## src/sv/assert_macros.svh

```systemverilog
// ---------------------------------------------------------------------------
// assertion macros
// shared concurrent assertion wrappers, empty when synthesizing
// ---------------------------------------------------------------------------
`ifndef ASSERT_MACROS_SVH
`define ASSERT_MACROS_SVH

`ifndef SYNTHESIS
// checked at each rising edge, ignored while reset is high
`define ASSERT_CLK(lbl, clk, rst, prop, msg) \
  lbl: assert property (@(posedge clk) disable iff (rst) prop) else $error(msg);
// checked at each rising edge, reset included
`define ASSERT_ALWAYS(lbl, clk, prop, msg) \
  lbl: assert property (@(posedge clk) prop) else $error(msg);
`else
`define ASSERT_CLK(lbl, clk, rst, prop, msg)
`define ASSERT_ALWAYS(lbl, clk, prop, msg)
`endif

`endif

```

## src/sv/gmd_pkg.sv

```systemverilog
// ---------------------------------------------------------------------------
// gmd_pkg
// types and constants shared by the genetic map distance block
// ---------------------------------------------------------------------------
package gmd_pkg;

  localparam int MAP_DEPTH_DEF = 4096;

  localparam int IDX_W  = 12;
  localparam int POS_W  = 31;
  localparam int RATE_W = 32;
  localparam int DIST_W = 63;
  localparam int CNT_W  = 13;

  localparam logic FUNC_WRITE = 1'b0;
  localparam logic FUNC_QUERY = 1'b1;

  localparam logic [DIST_W-1:0] DIST_MAX = {DIST_W{1'b1}};

  typedef enum logic [3:0] {
    S_IDLE,
    S_SCAN,
    S_CHK,
    S_ACC_RD,
    S_ACC_LO,
    S_ACC_HI,
    S_MUL,
    S_ADD,
    S_DONE
  } gmd_state_t;

  // controls for the shared multiply-accumulate unit
  typedef struct packed {
    logic clear;
    logic rate_load;
    logic span_load;
    logic mul_en;
    logic acc_en;
  } gmd_mac_ctrl_t;

endpackage

```

## src/sv/gmd_mac.sv

```systemverilog
// ---------------------------------------------------------------------------
// gmd_mac
// shared span, multiply and saturating accumulate unit
// ---------------------------------------------------------------------------
module gmd_mac (
  input  logic                      clk,
  input  gmd_pkg::gmd_mac_ctrl_t    ctrl,
  input  logic [gmd_pkg::POS_W-1:0]  lo,
  input  logic [gmd_pkg::POS_W-1:0]  hi,
  input  logic [gmd_pkg::RATE_W-1:0] rate,
  output logic [gmd_pkg::DIST_W-1:0] acc
);
  import gmd_pkg::*;

  logic [POS_W-1:0]  span_r;
  logic [RATE_W-1:0] rate_r;
  logic [DIST_W-1:0] prod_r;
  logic [DIST_W:0]   sum;

  // sum stays below 2^64 since both terms are below 2^63
  assign sum = {1'b0, acc} + {1'b0, prod_r};

  always_ff @(posedge clk) begin
    if (ctrl.rate_load) begin
      rate_r <= rate;
    end
    if (ctrl.span_load) begin
      span_r <= (hi > lo) ? hi - lo : '0;
    end
    if (ctrl.mul_en) begin
      // full 31 x 32 bit product, always below 2^63
      prod_r <= DIST_W'(span_r) * DIST_W'(rate_r);
    end
    if (ctrl.clear) begin
      acc <= '0;
    end else if (ctrl.acc_en) begin
      acc <= sum[DIST_W] ? DIST_MAX : sum[DIST_W-1:0];
    end
  end

endmodule

```

## config.mk

```make
export PLATFORM = sky130hd
export DESIGN_NAME = gmd_mac
export DESIGN_NICKNAME = d
export VERILOG_FILES = /design/src/sv/assert_macros.svh /design/src/sv/gmd_pkg.sv /design/src/sv/gmd_mac.sv
export SDC_FILE = /design/constraint.sdc
export NUM_CORES = 2
export LEC_CHECK = 0
export BUFFER_PORTS_ARGS = -buffer_cell sky130_fd_sc_hd__buf_2
export CAP_MARGIN = 10
export CORE_UTILIZATION = 65
export CTS_CLUSTER_SIZE = 24
export DETAILED_ROUTE_END_ITERATION = 8
export PLACE_DENSITY = 0.86
export SYNTH_ARGS = -nofsm -noshare
export SYNTH_HDL_FRONTEND = slang
export SYNTH_SLANG_ARGS = --single-unit
```

## constraint.sdc

```tcl
create_clock -name clk -period 9.4 [get_ports clk]
set_input_delay 2.35 -clock clk [delete_from_list [all_inputs] [get_ports clk]]
set_output_delay 2.35 -clock clk [all_outputs]
set_load 0.01 [all_outputs]
```

After elaboration in Yosys (flattened, before gate mapping). Index checks and enable logic that the tools add are counted.

Bits in registers: 189. Input bits: 100. Logic and storage cells: 9.

Add/subtract/negate cells: 2. Multiply operators: 1. $lt $le $gt $ge: 1. Multiplexer cells: 1.

Operators by type and width (count): $add A63 B63 Y64 (1); $mul A31 B32 Y63 (1); $mux W63 (1); $gt A31 B31 Y1 (1); $sub A31 B31 Y31 (1).

Depth between registers and ports, before layout.
Depth in word-level cells: 2. Depth in mapped cells: 29. Mapped depth without buffers: 28.

Worst setup path before layout. No wires, ideal clock.

Kind: reg2reg. Start: register span_r[4]. End: register prod_r[60], data pin. Library setup time: 0.269 ns. Arrival time: 7.079 ns. Data required time: 9.131 ns. Slack: 2.052 ns. Cell stages (with the launch flop): 28. Buffers on the path: 1. Cells stage by stage: edfxtp_1 clkbuf_1 and2_1 fa_1 fa_1 fa_1 inv_1 fa_1 inv_1 fa_1 inv_1 fa_1 inv_1 fa_1 inv_1 fa_1 inv_1 ha_1 a21oi_1 o21ai_0 o31ai_1 nor2_1 a21oi_1 a31oi_1 a21o_1 a311oi_1 o31ai_1 xor2_1.

Longest elaborated chain between the ends: 1.

RTL lines: from (decl) (line gmd_mac.sv:15) `logic [POS_W-1:0] span_r;`; from (signal assigned) (line gmd_mac.sv:28) `span_r <= (hi > lo) ? hi - lo : '0;`; $mul A31 B32 Y63 (line gmd_mac.sv:32) `prod_r <= DIST_W'(span_r) * DIST_W'(rate_r);`; to (signal assigned) (line gmd_mac.sv:32); to (decl) (line gmd_mac.sv:17) `logic [DIST_W-1:0] prod_r;`.

No other way between the ends. A chain may end at the register's enable or synchronous reset.

Worst setup path after layout.
Start: register rate_r[15]. End: register prod_r[59], data pin.

Longest elaborated chain between the ends: 1.

RTL lines: from (decl) (line gmd_mac.sv:16) `logic [RATE_W-1:0] rate_r;`; from (signal assigned) (line gmd_mac.sv:25) `rate_r <= rate;`; $mul A31 B32 Y63 (line gmd_mac.sv:32).

No other way between the ends.

==> flow_summary.toml <==
[worst_setup_path]
rr_startpoint = "rate_r[15]$_DFFE_PP_"
cp_top_family = "adder cells"
critPathArrivalTime_ns = 9.04
crit_path_cell_trace = "and2_1, fa_1, fa_1, fa_1, inv_1, fa_1, inv_1, fa_1, fa_1, fa_1, fa_1, ha_1, a21oi_1, nand2_1, nor3_1, a21oi_1, a2111oi_0, buf_4, nor2_1, a311oi_1, o21ai_0, xor2_1"
critPathMaxFanout = 25
crit_type = "reg -> reg"
reg2reg_depth = 22
path_common_cell = "fa_1"
worst_path_max_delay_cell = "edfxtp_1"
start_kind = "flop"
slowest_delay_ns = 1.12
cp.required_ns = 9.65
rr_endpoint = "prod_r[59]$_DFFE_PP_"
critPathCaptureType = "flop"
path_buf_inv = 3
ff2ff_setup_slack_ns = 0.61

[clock_network]
hold_buffers = 0
cts_tree = "done"
h-tree-depth = 4
cts_root_buf = "clkbuf_16"
clockBufferDepth = 2
cts.sink_count = 189
cts_inserted_buffers = 17
clk_pin_slew_ns = 0.09
post_cts_buffers = 0
clock_latency_ns = 0.52
cts.repair.resized = 0

[placed_design]
dpl.hpwl_um = 94400
gp_congestion = 0.982
port_buffers = 162

[die]
ios = 163
rows = 94
die_area_mm2 = 0.0679
core_mm2 = 0.0660
die_w_um = 261
die_h_um = 261
start_util_pct = 65.8

[outcome]
failed_checks = "DRC"
status = "complete, but fails checks"

[run]
maxCapViolCount = 0

[detailed_routing]
firstDrtPassIters = 9
drt_iter0_markers = 2911
vias_per_cell = 5.92
avgRoutedWirePerCell_um = 20.8
vias = 33200
routed_wl_um = 116000
ant_nets = 0
drc = 28

[hold_path]
holdPathEnd = "acc[8]$_SDFFE_PP0P_"
whs_path_depth = 2
hp-start = "acc[8]$_SDFFE_PP0P_"
min_path_type = "reg -> reg"

[global_route]
antenna_found_initial = 1
grt_pass1_wl_um = 186000
grt_util_all_layers_pct = 35.9
grt_max_degree = 65
grt_overflow = 0
grt_pass1_vias = 35300

[logic_synthesis]
yosys.area.top_type = "fa_1"
yosys_register_bits = 189
syn_nets = 6024
synthesis.area_mm2 = 0.0434
synthCells = 4706
synth.area.top_cells = "fa_1 40%, ha_1 10%, edfxtp_1 8.7%"
ys_async_sr_fraction_pct = 0
synth_commonest_cells = "890 x inv_1, 868 x fa_1, 574 x nand2_1, 540 x and2_1, 350 x ha_1"
synth_top_area_share_pct = 40.0
ys_seq_area_share_pct = 11.6
synth.distinct_cells = 77
postSynthAreaPerCell_um2 = 9.23
synthFlopType = "edfxtp_1"
yosysMostFrequentCell = "inv_1"
synth_edf_count = 126
yosysWarnings = 0

[timing]
tns_ns = 0
slew_headroom_pct = 15.8
finalCritPeriodShare_pct = 93.5
min_period_ns = 8.79
fmax_mhz = 114
slew_viol_final = 0
fin_skew_ns = 0.0206
setup_violations = 0
worstMarginPinSlew_ns = 1.26
grt_setup_unrepaired = "no"
hold_violations = 0

[final_layout]
multiInputGateArea_mm2 = 0.0341
regArea_mm2 = 0.00504
nets = 6041
fill_cells = 4913
final_layout_size_suffix_gt1_share_pct = 6.95
area_delta_synth_final_pct = 5.01
[kinds of logic after synthesis]
logic type	Yosys count	share of synthesized area, %
AO/OA/AOI/OAI	568	8.89
XOR/XNOR	141	2.84
adder cells (fa/ha/maj)	1218	50.1
buffers and inverters	1137	9.92
flip-flops	189	11.6
multiplexers	2	0.0461
AND/OR/NAND/NOR	1451	16.6
[registers in the layout (all words and copies together), names as in the netlist]
name	flops
rate_r	32
acc	63
prod_r	63
span_r	31
[per-layer routing]
metal	vias to the layer above	track usage, %	share of wire (%)
met3	380	10.3	12
met5	-	0	0
li1	14600	-	-
met4	0	15.3	4.6
met2	1815	57.0	46
met1	16400	46.1	38
[placed cells by master, fill, tap and decap left out, types with 91 or more instances in the layout]
cell      synthesis  layout
a21oi_1         177     177
nor2_1          157     157
and2_1          540     540
buf_2             8     162
fa_1            868     868
edfxtp_1        126     126
o21ai_0          91      91
inv_1           890     890
ha_1            350     350
nand2_1         574     574
[how the worst max path moves through the flow]
stage / startpoint / to / cells after the start
CTS: rate_r[15]$_DFFE_PP_ / prod_r[59]$_DFFE_PP_ / 22
finish: rate_r[15]$_DFFE_PP_ / prod_r[59]$_DFFE_PP_ / 22
global placement: span_r[4]$_SDFFCE_PP0P_ / prod_r[60]$_DFFE_PP_ / 26
global route: span_r[11]$_SDFFCE_PP0P_ / prod_r[57]$_DFFE_PP_ / 26
floorplan: span_r[4]$_SDFFCE_PP0P_ / prod_r[60]$_DFFE_PP_ / 27
detailed placement: span_r[4]$_SDFFCE_PP0P_ / prod_r[60]$_DFFE_PP_ / 26
[worst reg2reg max path, cell delays in order, from the launching register on]
cell	delay [ns]
edfxtp_1	1.12
and2_1	0.30
fa_1	0.44
fa_1	0.52
fa_1	0.53
inv_1	0.05
fa_1	0.50
inv_1	0.07
fa_1	0.50
fa_1	0.58
fa_1	0.44
fa_1	0.46
ha_1	0.38
a21oi_1	0.29
nand2_1	0.13
nor3_1	0.21
a21oi_1	0.22
a2111oi_0	0.46
buf_4	0.19
nor2_1	0.11
a311oi_1	0.62
o21ai_0	0.23
xor2_1	0.18
[area by class of cell]
type / instances / area share (%)
Multi-Input combinational cell: 3380 / 74.7
Sequential cell: 189 / 11.1
Inverter: 890 / 7.32
Timing Repair Buffer: 245 / 3.14
Tap cell: 864 / 2.37
Clock buffer: 17 / 0.933
Clock inverter: 15 / 0.431
Antenna cell: 1 / 0.00549
[through the flow]
stage                     cell area, um2  setup WS (ns)  util, %  std cells  hold WS (ns)
after floorplan                    43400           2.05        -       4706         0.521
after global placement             45000          0.926     68.2       5568         0.487
after detailed placement           45000          0.802     68.2       5568         0.500
after CTS                          45600          0.765     69.1       5600         0.512
after global routing               45600          0.190     69.1       5600         0.528
final                              45600          0.612     69.1       5601         0.509
Power is left out: the tool's default activity adds up to more than one toggle a clock period on the data nets, which glitch-free logic cannot reach.
